### src/rtl/crc16_checked_command_packet_decoder_top_assert.svh
// ----------------------------------------------------------------------------
// Packet decoder assertion macros
// Concurrent check helpers clocked on clk, with and without reset gating.
// ----------------------------------------------------------------------------
`ifndef CRC16_CHECKED_COMMAND_PACKET_DECODER_TOP_ASSERT_SVH
`define CRC16_CHECKED_COMMAND_PACKET_DECODER_TOP_ASSERT_SVH

// checked only while out of reset
`define CCPD_ASSERT(label, prop, msg) \
	label: assert property (@(posedge clk) disable iff (!arst_n) prop) else $error(msg);

// checked at every edge, reset included
`define CCPD_ASSERT_ALWAYS(label, prop, msg) \
	label: assert property (@(posedge clk) prop) else $error(msg);

`endif

### src/rtl/ccpd_pkg.sv
// ----------------------------------------------------------------------------
// ccpd_pkg
// Types, constants and helper functions of the command packet decoder.
// ----------------------------------------------------------------------------
`default_nettype none

package ccpd_pkg;

	typedef logic [3:0] idx_t;

	localparam idx_t PKT_LEN     = 4'd12;
	localparam idx_t POS_HEADER  = 4'd0;
	localparam idx_t POS_MODE    = 4'd1;
	localparam idx_t POS_YAW     = 4'd2;
	localparam idx_t POS_YAW_END = 4'd5;
	localparam idx_t POS_PITCH   = 4'd6;
	localparam idx_t POS_PIT_END = 4'd9;
	localparam idx_t POS_CRC_LO  = 4'd10;

	localparam logic [7:0]  PKT_HEADER = 8'hA5;
	localparam logic [7:0]  MODE_AIM   = 8'h01;
	localparam logic [7:0]  MODE_FIRE  = 8'h02;
	localparam logic [15:0] CRC_INIT   = 16'hFFFF;
	localparam logic [15:0] CRC_POLY   = 16'h8408;

	typedef enum logic [1:0] {
		ST_ACCEPTED   = 2'd0,
		ST_TOO_SHORT  = 2'd1,
		ST_BAD_HEADER = 2'd2,
		ST_BAD_CRC    = 2'd3
	} status_t;

	typedef enum logic [1:0] {
		FIRE_NONE     = 2'd0,
		FIRE_AUTO_AIM = 2'd1,
		FIRE_AUTO     = 2'd2
	} shot_mode_t;

	typedef enum logic [1:0] {
		TGT_NONE       = 2'd0,
		TGT_CONVERGING = 2'd1,
		TGT_READY      = 2'd2
	} target_t;

	typedef struct packed {
		logic [7:0] rx_byte;
		logic       end_of_transfer;
	} in_beat_t;

	typedef struct packed {
		status_t     status;
		logic [31:0] yaw_bits;
		logic [31:0] pitch_bits;
		shot_mode_t  shot_mode;
		target_t     track_state;
	} out_beat_t;

	// reflected crc-16, one byte, lsb first
	function automatic logic [15:0] crc_update(input logic [15:0] crc, input logic [7:0] b);
		logic [15:0] c;
		c = crc ^ {8'h00, b};
		for (int k = 0; k < 8; k++) begin
			c = c[0] ? ((c >> 1) ^ CRC_POLY) : (c >> 1);
		end
		return c;
	endfunction

	function automatic shot_mode_t mode_to_fire(input logic [7:0] mode);
		shot_mode_t f;
		case (mode)
			MODE_FIRE: f = FIRE_AUTO;
			MODE_AIM:  f = FIRE_AUTO_AIM;
			default:   f = FIRE_NONE;
		endcase
		return f;
	endfunction

	function automatic target_t mode_to_target(input logic [7:0] mode);
		target_t t;
		case (mode)
			MODE_FIRE: t = TGT_READY;
			MODE_AIM:  t = TGT_CONVERGING;
			default:   t = TGT_NONE;
		endcase
		return t;
	endfunction

endpackage

`default_nettype wire

### src/rtl/ccpd_if.sv
// ----------------------------------------------------------------------------
// ccpd_if
// Valid/ready channels for received bytes and for transfer status reports.
// ----------------------------------------------------------------------------
`default_nettype none

interface ccpd_in_if
	import ccpd_pkg::*;
	();
	logic     valid;
	logic     ready;
	in_beat_t data;

	modport source (output valid, output data, input ready);
	modport sink   (input valid, input data, output ready);
endinterface

interface ccpd_out_if
	import ccpd_pkg::*;
	();
	logic      valid;
	logic      ready;
	out_beat_t data;

	modport source (output valid, output data, input ready);
	modport sink   (input valid, input data, output ready);
endinterface

`default_nettype wire

### src/rtl/crc16_checked_command_packet_decoder_top.sv
// ----------------------------------------------------------------------------
// crc16_checked_command_packet_decoder_top
// Frames a 12-byte command packet out of a byte stream, checks header and
// crc-16, and reports one status per transfer with the held command values.
// ----------------------------------------------------------------------------
//
//  channel  dir  payload                                      beat
//  bytes    in   rx_byte, end_of_transfer                     one received byte
//  report   out  status, yaw_bits, pitch_bits, shot_mode,     one per transfer
//                track_state
//
//  one byte per cycle while no end byte waits on a stalled report; the byte
//  crc update and framing are combinational between the input register and
//  the report register, which raises valid once the last byte of a transfer
//  leaves the input register. arst_n clears byte index, crc, header flag,
//  held values and both valid flags. a stalled report blocks only a waiting
//  end-of-transfer byte; other bytes keep flowing while the report is held.
// ----------------------------------------------------------------------------
`default_nettype none

module crc16_checked_command_packet_decoder_top
	import ccpd_pkg::*;
(
	input  wire         clk,
	input  wire         arst_n,
	ccpd_in_if.sink     bytes,
	ccpd_out_if.source  report
);

	`include "crc16_checked_command_packet_decoder_top_assert.svh"

	// input register
	logic       valid_s1;
	logic [7:0] byte_s1;
	logic       eot_s1;

	// framing state
	idx_t        idx_q, idx_d;
	logic [15:0] crc_q, crc_d;
	logic        hdr_q, hdr_d;
	logic [15:0] crcrx_q, crcrx_d;
	logic [31:0] yaw_cap_q, yaw_cap_d;
	logic [31:0] pitch_cap_q, pitch_cap_d;
	logic [7:0]  mode_q, mode_d;

	// held command
	logic [31:0] held_yaw_q;
	logic [31:0] held_pitch_q;
	shot_mode_t  held_fire_q;
	target_t     held_tgt_q;

	logic        out_valid_q;
	out_beat_t   out_q;

	logic        advance;
	logic        finish;
	logic        accept_pkt;
	status_t     status_d;
	logic [1:0]  yaw_lane;
	logic [1:0]  pitch_lane;

	// an end byte may move on only if the report register is empty or being read
	assign advance = valid_s1 && (!eot_s1 || !out_valid_q || report.ready);
	assign finish  = advance && eot_s1;
	assign bytes.ready = !valid_s1 || advance;

	always_ff @(posedge clk or negedge arst_n) begin
		if (!arst_n) begin
			valid_s1 <= 1'b0;
		end else if (bytes.ready) begin
			valid_s1 <= bytes.valid;
		end
	end

	always_ff @(posedge clk) begin
		if (bytes.ready && bytes.valid) begin
			byte_s1 <= bytes.data.rx_byte;
			eot_s1  <= bytes.data.end_of_transfer;
		end
	end

	assign yaw_lane   = 2'(idx_q - POS_YAW);
	assign pitch_lane = 2'(idx_q - POS_PITCH);

	always_comb begin
		idx_d       = idx_q;
		crc_d       = crc_q;
		hdr_d       = hdr_q;
		crcrx_d     = crcrx_q;
		yaw_cap_d   = yaw_cap_q;
		pitch_cap_d = pitch_cap_q;
		mode_d      = mode_q;
		if (idx_q < PKT_LEN) begin
			case (idx_q) inside
				POS_HEADER:             hdr_d = (byte_s1 == PKT_HEADER);
				POS_MODE:               mode_d = byte_s1;
				[POS_YAW:POS_YAW_END]:  yaw_cap_d[{yaw_lane, 3'b000} +: 8] = byte_s1;
				[POS_PITCH:POS_PIT_END]: pitch_cap_d[{pitch_lane, 3'b000} +: 8] = byte_s1;
				POS_CRC_LO:             crcrx_d[7:0] = byte_s1;
				default:                crcrx_d[15:8] = byte_s1;
			endcase
			if (idx_q < POS_CRC_LO) begin
				crc_d = crc_update(crc_q, byte_s1);
			end
			idx_d = idx_q + 4'd1;
		end
	end

	// length first, then header, then crc
	always_comb begin
		if (idx_d < PKT_LEN) begin
			status_d = ST_TOO_SHORT;
		end else if (!hdr_d) begin
			status_d = ST_BAD_HEADER;
		end else if (crc_d != crcrx_d) begin
			status_d = ST_BAD_CRC;
		end else begin
			status_d = ST_ACCEPTED;
		end
	end

	assign accept_pkt = finish && (status_d == ST_ACCEPTED);

	always_ff @(posedge clk or negedge arst_n) begin
		if (!arst_n) begin
			idx_q <= '0;
			crc_q <= CRC_INIT;
			hdr_q <= 1'b0;
		end else if (finish) begin
			idx_q <= '0;
			crc_q <= CRC_INIT;
			hdr_q <= 1'b0;
		end else if (advance) begin
			idx_q <= idx_d;
			crc_q <= crc_d;
			hdr_q <= hdr_d;
		end
	end

	always_ff @(posedge clk) begin
		if (advance) begin
			crcrx_q     <= crcrx_d;
			yaw_cap_q   <= yaw_cap_d;
			pitch_cap_q <= pitch_cap_d;
			mode_q      <= mode_d;
		end
	end

	always_ff @(posedge clk or negedge arst_n) begin
		if (!arst_n) begin
			held_yaw_q   <= '0;
			held_pitch_q <= '0;
			held_fire_q  <= FIRE_NONE;
			held_tgt_q   <= TGT_NONE;
		end else if (accept_pkt) begin
			held_yaw_q   <= yaw_cap_d;
			held_pitch_q <= pitch_cap_d;
			held_fire_q  <= mode_to_fire(mode_d);
			held_tgt_q   <= mode_to_target(mode_d);
		end
	end

	// report register
	always_ff @(posedge clk or negedge arst_n) begin
		if (!arst_n) begin
			out_valid_q <= 1'b0;
		end else if (finish) begin
			out_valid_q <= 1'b1;
		end else if (report.ready) begin
			out_valid_q <= 1'b0;
		end
	end

	always_ff @(posedge clk) begin
		if (finish) begin
			out_q.status      <= status_d;
			out_q.yaw_bits    <= accept_pkt ? yaw_cap_d : held_yaw_q;
			out_q.pitch_bits  <= accept_pkt ? pitch_cap_d : held_pitch_q;
			out_q.shot_mode   <= accept_pkt ? mode_to_fire(mode_d) : held_fire_q;
			out_q.track_state <= accept_pkt ? mode_to_target(mode_d) : held_tgt_q;
		end
	end

	assign report.valid = out_valid_q;
	assign report.data  = out_q;

	`CCPD_ASSERT_ALWAYS(a_idx_saturates, idx_q <= PKT_LEN, "byte index beyond packet length")
	`CCPD_ASSERT(a_restart_after_end, finish |=> (idx_q == '0 && crc_q == CRC_INIT && !hdr_q),
		"framing not restarted after transfer end")
	`CCPD_ASSERT(a_held_only_on_accept, !accept_pkt |=> ($stable(held_yaw_q) && $stable(held_pitch_q)),
		"held command changed without an accepted packet")
	`CCPD_ASSERT(a_no_report_overwrite, (out_valid_q && !report.ready) |-> !finish,
		"pending report overwritten")
	`CCPD_ASSERT(a_ready_when_empty, !valid_s1 |-> bytes.ready, "input stalled with empty stage")

endmodule

`default_nettype wire
### src/flat_wrapper.sv
// flat-port wrapper written by rule: the top's interface ports become plain ports
module crc16_checked_command_packet_decoder_top_flat import ccpd_pkg::*;
  (clk, arst_n, bytes_valid, bytes_data, bytes_ready, report_valid, report_data, report_ready);
  ccpd_in_if bytes_i ();
  ccpd_out_if report_i ();
  input  wire clk;
  input  wire arst_n;
  input wire logic [$bits(bytes_i.valid)-1:0] bytes_valid;
  input wire logic [$bits(bytes_i.data)-1:0] bytes_data;
  output wire logic [$bits(bytes_i.ready)-1:0] bytes_ready;
  output wire logic [$bits(report_i.valid)-1:0] report_valid;
  output wire logic [$bits(report_i.data)-1:0] report_data;
  input wire logic [$bits(report_i.ready)-1:0] report_ready;
  assign bytes_i.valid = bytes_valid;
  assign bytes_i.data = bytes_data;
  assign bytes_ready = bytes_i.ready;
  assign report_valid = report_i.valid;
  assign report_data = report_i.data;
  assign report_i.ready = report_ready;
  crc16_checked_command_packet_decoder_top u_core (.clk(clk), .arst_n(arst_n), .bytes(bytes_i), .report(report_i));
endmodule
### config.mk
export PLATFORM = sky130hd
export DESIGN_NAME = crc16_checked_command_packet_decoder_top_flat
export DESIGN_NICKNAME = d
export VERILOG_FILES = /design/src/rtl/ccpd_pkg.sv /design/src/rtl/ccpd_if.sv /design/src/rtl/crc16_checked_command_packet_decoder_top.sv /design/src/flat_wrapper.sv
export VERILOG_INCLUDE_DIRS = /design/src /design/src/rtl
export SDC_FILE = /design/constraint.sdc
export NUM_CORES = 1
export LEC_CHECK = 0
export BUFFER_PORTS_ARGS = -buffer_cell sky130_fd_sc_hd__buf_2
export CAP_MARGIN = 25
export CORE_MARGIN = 10
export CORE_UTILIZATION = 35
export CTS_CLUSTER_SIZE = 25
export DETAILED_ROUTE_END_ITERATION = 6
export SLEW_MARGIN = 20
export SYNTH_ARGS = -nofsm -noshare
export SYNTH_HDL_FRONTEND = slang
export SYNTH_SLANG_ARGS = --single-unit
export TNS_END_PERCENT = 30
### constraint.sdc
create_clock -name clk -period 5.03 [get_ports clk]
set_clock_uncertainty 0.05 [all_clocks]
set_input_delay 0.2515 -clock clk [delete_from_list [all_inputs] [get_ports clk]]
set_output_delay 0.2515 -clock clk [all_outputs]
set_load 0.005 [all_outputs]
==> out/qor.csv, run 1 <==
metric,value,unit
synth-seq-area-share,0.683,
rows,63,
crit_path_end,u_core.report.data[35]$_DFFE_PP_,
drt_iter0_drc,391,
criticalPathCategory,flip-flop to flip-flop,
totalWireLength,23100,um
syn_inst,736,
drv_slew,0,
holdCritPathClass,input pin to async pin,
nets,861,
clockRootBuffer,clkbuf_16,
die_h,195,um
ys_ff_latch,258,
rrSetupSlack,0.86,ns
place_hpwl,14600,um
maxCapViolations,0,
rsz0062_at_grt,no,
initial_core_util,0.358,
dr.pass1.iters,5,
power.density,449,nW/um^2
peakVddDrop,263,uV
grt_antenna_before_repair,0,
synth_compound_area_frac,0.0654,
crit_path_start_kind,flip-flop,
io_buffers,84,
yosys.area_share.xor_xnor,0.0393,
status,"finished, final reports clean",
ff2ff_path_depth,11,
via_per_inst,4.84,
die_area,38000,um^2
core_area,29900,um^2
cts_tree,done,
overflow,0,
rr_startpoint,u_core.idx_q[0]$_DFFE_PN0P_,
clk_path_buf_depth,3,
synthAdderAreaFrac,0.00702,
n_fill_cell,2733,
cp-startpoint,u_core.idx_q[0]$_DFFE_PN0P_,
pin_count,85,
relSlewSlack,0.360,
htreeDepth,1,
path_max_fanout,40,
tns,0,ns
via_count,6068,
diodes,0,
synthTopCellsByArea,"edfxtp_1, dfrtp_1, mux2_2",
grt_pass1_wl,36700,um
cts.clk_slew.worst_paths,0.06,ns
drive_gt1_frac,0.271,
ys.flop_type,edfxtp_1,
timing.rr.end,u_core.report.data[35]$_DFFE_PP_,
gp_congestion,0.812,
cp.required,5.26,ns
synthArstFlopShare,0.353,
yosysTopAreaCell,edfxtp_1,
syn_area,10700,um^2
grt_max_degree,67,
grt_use_total,0.118,
setup_viol,0,
yosysWarnings,0,
synth_edf_count,167,
fmax,240,MHz
yosysMostFrequentCell,edfxtp_1,
clkLatencyLatePin,0.55,ns
synth_top_family_by_area,multiplexers,
arrival,4.40,ns
worst_pin_slew,0.953,ns
numCtsBuffers,28,
synth_common_cells,"edfxtp_1, nand2_1, dfrtp_1",
hold_viol_final,0,
dieWidth,195,um
routedWlPerCell,18.4,um
layout_min_cycle_time,4.17,ns
finalPower,0.00564,W
clock_sinks,258,
power_leakage,5.33,nW
synthSimpleGateAreaFrac,0.0706,
areaGrowthSynthToFinish,17.5,%
end_kind,flip-flop,
grt_pass1_vias,6258,
synthMuxAreaShare,0.111,
synth_cell_types,55,
detail_route.drc_violations,0,
min_period_over_period,0.829,
ant_nets,0,
syn_nets,755,
syn_avg_cell_area,14.5,um^2
synth_top_area_frac,0.469,
[through the flow]
stage,area [um^2],setup WS [ns],instances,hold slack (ns),utilization
after floorplan,10700,0.421,736,-0.0941,-
after global routing,12600,0.562,1254,0.300,0.421
final,12600,0.858,1254,0.244,0.421
after detailed placement,11600,0.880,1188,0.272,0.387
after CTS,12600,0.866,1253,0.258,0.421
after global placement,11600,0.961,1188,0.269,0.387
[logic make-up (layout without fill, tap and decap cells)]
| logic type | Yosys count | after routing |
|---|---|---|
| xor+xnor | 40 | 40 |
| compound gates | 113 | 113 |
| buf+inv | 58 | 186 |
| fa+ha+maj | 6 | 6 |
| simple gates | 161 | 161 |
| flops | 258 | 258 |
| mux | 100 | 100 |
[power breakdown]
group          switching [W]  internal [W]  total, W  leakage (nW)
Sequential          0.000118       0.00250   0.00262          2.83
Clock               0.000811       0.00112   0.00193         0.421
Combinational       0.000619      0.000470   0.00109          2.08
Total                0.00155       0.00409   0.00564          5.33
[flip-flops by register name, summed over array words and instances, names as in the netlist, 4 cells and up]
signal	flops
u_core.idx_q	4
u_core.report.data	70
u_core.crc_q	16
u_core.pitch_cap_q	32
u_core.held_yaw_q	32
u_core.mode_q	8
u_core.held_pitch_q	32
u_core.yaw_cap_q	32
u_core.byte_s1	8
u_core.crcrx_q	16
[cell usage in the layout (no fill, tap or decap), types with 21 or more instances in the layout]
cell | netlist | layout
nor2_1 | 26 | 26
a21oi_1 | 21 | 21
buf_2 | 6 | 83
edfxtp_1 | 167 | 167
clkbuf_16 | 0 | 28
o21ai_0 | 59 | 59
inv_1 | 22 | 21
mux2_2 | 50 | 50
xnor2_1 | 27 | 27
nand2_1 | 87 | 87
dfrtp_1 | 75 | 75
[worst min path at each step]
stage | from | endpoint | slack [ns] | cells past startpoint
after global placement | arst_n | u_core.held_yaw_q[26]$_DFF_PN0_ | 0.27 | 1
after CTS | arst_n | u_core.held_pitch_q[26]$_DFF_PN0_ | 0.26 | 2
after detailed placement | arst_n | u_core.held_yaw_q[26]$_DFF_PN0_ | 0.27 | 1
final | arst_n | u_core.held_yaw_q[26]$_DFF_PN0_ | 0.24 | 2
after global routing | arst_n | u_core.held_yaw_q[26]$_DFF_PN0_ | 0.30 | 2
after floorplan | arst_n | u_core.hdr_q$_DFFE_PN0P_ | -0.09 | 0
[layout make-up]
class	count	area, um^2	area share
Inverter	24	91.3	0.00727
Timing Repair Buffer	110	651	0.0518
Clock buffer	44	821	0.0653
Clock inverter	8	57.6	0.00458
Tap cell	390	488	0.0388
Multi-Input combinational cell	420	3150	0.251
Sequential cell	258	7310	0.582
[routing by layer]
metal,global-route usage,share of wire,up-vias
met1,0.169,0.49,2981
met3,0.0232,0.050,39
met5,0,0,-
met2,0.180,0.44,146
met4,0.0282,0.021,0
li1,-,-,2902
[worst max-delay path, stage by stage (launching register included)]
cell and delay (ns):
dfrtp_1 0.48, clkinv_1 0.33, ha_1 0.39, mux2_1 0.33, o32ai_2 0.28, nand2_4 0.19
mux2i_1 0.29, xnor2_1 0.14, a2111o_1 0.38, nand4bb_4 0.23, buf_4 0.35, mux2_1 0.43
[repair_timing]
action | in CTS | in global routing
endpoints found under the hold margin | 40 | 0
setup endpoints to repair | 0 | 0
gates resized for setup | 0 | 0
hold buffers | 13 | 0
buffers inserted | 0 | 0
No activity file was read; power rests on OpenSTA's default activity.
==> run 2, diff against run 1 <==
clock period = 3.5 ns   (was 5.03 ns; I/O delays follow)
==> run 2 against run 1 <==
Net effect: power rose by 46%; global-route usage rose by 0.059 points; sequential share of layout area fell by 1.9 points; count of clock-buffer cells in the layout fell by 8; first-iteration DRC count rose by 10%; combinational power rose by 57%; flip-flop and latch count did not move; sequential power rose by 42%; critical path depth rose by 1; critical endpoint is now u_core.report.data[62]$_DFFE_PP_.
==> out/qor.csv, run 2 (synthesized netlist as in run 1, its figures left out) <==
metric,value,unit,change
min_period_over_period,0.965,,+0.136
grt_use_total,0.119,,+0.000585
io_buffers,84,,unchanged
nets,899,,+4.4%
design_area,13000,um^2,+3.4%
via_per_inst,4.82,,-0.47%
critPathSlowestCell,a2111o_1,,
switching_share,0.269,,-0.00569
seq_power_share,0.452,,-0.013
arrival,3.62,ns,-0.78 ns
die_h,195,um,unchanged
cp.required,3.74,ns,-1.52 ns
grt_pass1_vias,6370,,+1.8%
relSlewSlack,0.525,,+0.166
grt_antenna_before_repair,0,,unchanged
p_switching,0.00222,W,+43%
numCtsBuffers,27,,-3.6%
die_area,38000,um^2,unchanged
crit_path_end,u_core.report.data[62]$_DFFE_PP_,,
finalPower,0.00825,W,+46%
rr_startpoint,u_core.idx_q[0]$_DFFE_PN0P_,,
rrSetupSlack,0.12,ns,-0.74 ns
areaGrowthSynthToFinish,21.5,%,
overflow,0,,unchanged
grt_pass1_wl,37000,um,+0.77%
dp.cells,1222,,+2.9%
holdCritPathClass,input pin to async pin,,
clkPwrFrac,0.340,,-0.002
drive_gt1_frac,0.308,,+0.0373
final_common_cell,edfxtp_1,,
peakVddDrop,330,uV,+26%
multi_input_area,3170,um^2,+0.71%
via_count,6208,,+2.3%
clk_path_buf_depth,3,,unchanged
post-place-ws,0.0769,ns,-0.803 ns
clock_sinks,258,,unchanged
core_area,29900,um^2,unchanged
n_fill_cell,2705,,-1.0%
critPathMaxStageDelay,0.42,ns,-0.06 ns
p_comb_frac,0.208,,+0.015
finalNonFillerCells,1289,,+2.8%
tns,0,ns,unchanged
criticalPathCategory,flip-flop to flip-flop,,
htreeDepth,1,,unchanged
intPower,0.00603,W,+47%
power_leakage,5.59,nW,+4.8%
diodes,0,,unchanged
ant_nets,0,,unchanged
fmax,296,MHz,+23%
largest_reg_flops,70,,unchanged
layout_common_cells,"edfxtp_1, nand2_1, buf_2",,
crit_path_start_kind,flip-flop,,
place_hpwl,15400,um,+5.4%
totalWireLength,23700,um,+2.9%
grt_max_degree,48,,-28%
rsz0062_at_grt,yes,,
worst_pin_slew,0.712,ns,-0.241 ns
maxCapViolations,0,,unchanged
status,"finished, final reports clean",,
initial_core_util,0.358,,unchanged
path_max_fanout,23,,-43%
setup_ws,0.122,ns,-0.737 ns
ff2ff_path_depth,12,,+1
cts.clk_slew.worst_paths,0.06,ns,about the same
crit_path_cell_trace,clkinv_2 > buf_4 > ha_1 > a221oi_4 > nand2_4 > mux2i_4 > xnor2_1 > a2111o_1 > nand4bb_4 > buf_12 > clkbuf_16 > mux2_4,,
dieWidth,195,um,unchanged
cts_tree,done,,
regArea,7310,um^2,unchanged
detail_route.drc_violations,0,,unchanged
timing.rr.end,u_core.report.data[62]$_DFFE_PP_,,
setup_viol,0,,unchanged
pin_count,85,,unchanged
power.density,634,nW/um^2,+41%
hold_viol_final,0,,unchanged
place_area,11800,um^2,+2.5%
rows,63,,unchanged
end_kind,flip-flop,,
routedWlPerCell,18.4,um,about the same
dr.pass1.iters,7,,+2
cp-startpoint,u_core.idx_q[0]$_DFFE_PN0P_,,
layout_min_cycle_time,3.38,ns,-0.793 ns
drv_slew,0,,unchanged
drt_iter0_drc,432,,+10%
gp_congestion,0.850,,+4.7%
clkLatencyLatePin,0.54,ns,about the same
clockRootBuffer,clkbuf_16,,
## run 2: changes by cell type in the layout (fill, tap and decap cells not counted), moves of 3 or more
cell      change
clkbuf_1      -5
clkinv_4      +3
buf_12        +3
buf_4        +33
clkinv_2      +3
## run 2: routing by layer
layer,wire [um],part of all wire,vias up,track usage
li1,-,-,2969,-
met1,11400,0.48,3066,0.166
met2,10800,0.45,144,0.185
met3,1160,0.049,29,0.0229
met4,412,0.017,0,0.0276
met5,0,0,-,0
## run 2: worst min path at each step
stage                 from                         endpoint  slack, ns  cells after the start
floorplan           arst_n         u_core.hdr_q$_DFFE_PN0P_      -0.17                      0
global placement    arst_n      u_core.idx_q[1]$_DFFE_PN0P_       0.24                      1
detailed placement  arst_n         u_core.hdr_q$_DFFE_PN0P_       0.24                      1
CTS                 arst_n         u_core.hdr_q$_DFFE_PN0P_       0.20                      2
global route        arst_n  u_core.held_yaw_q[26]$_DFF_PN0_       0.27                      2
finish              arst_n         u_core.hdr_q$_DFFE_PN0P_       0.19                      2
## run 2: power by group through the flow
stage	sequential [W]	combinational, W	clock, W
after floorplan	0.00376	0.00117	0
after global placement	0.00379	0.00168	0
after detailed placement	0.00379	0.00168	0
after CTS	0.00373	0.00170	0.00288
after global routing	0.00376	0.00188	0.00300
final	0.00373	0.00171	0.00280
## run 2: final cells by class
type | instances | area share
sequential | 258 | 0.562
multi-input combinational | 420 | 0.244
timing repair buffer | 149 | 0.0810
clock buffer | 36 | 0.0576
tap | 390 | 0.0375
clock inverter | 12 | 0.00953
inverter | 24 | 0.00770
## run 2: per-stage QoR
stage | hold slack (ns) | utilization
finish | 0.191 | 0.435
global route | 0.265 | 0.435
CTS | 0.204 | 0.430
detailed placement | 0.240 | 0.396
global placement | 0.239 | 0.396
floorplan | -0.171 | -
## run 2: what timing repair did
| action | in CTS | in global routing |
|---|---|---|
| resized for setup | 0 | 8 |
| setup endpoints to repair | 0 | 68 |
| hold buffers | 13 | 0 |
| endpoints found under the hold margin | 40 | 0 |
| buffers inserted | 0 | 3 |
## run 2: worst max-delay path, delay by kind of cell, from the launching register on
family | cells | cell delay (ns)
XOR/XNOR | 1 | 0.14
buffers and inverters | 4 | 0.65
flip-flops | 1 | 0.36
AO/OA/AOI/OAI | 2 | 0.77
adder cells (fa/ha/maj) | 1 | 0.23
multiplexers | 2 | 0.55
AND/OR/NAND/NOR | 2 | 0.38
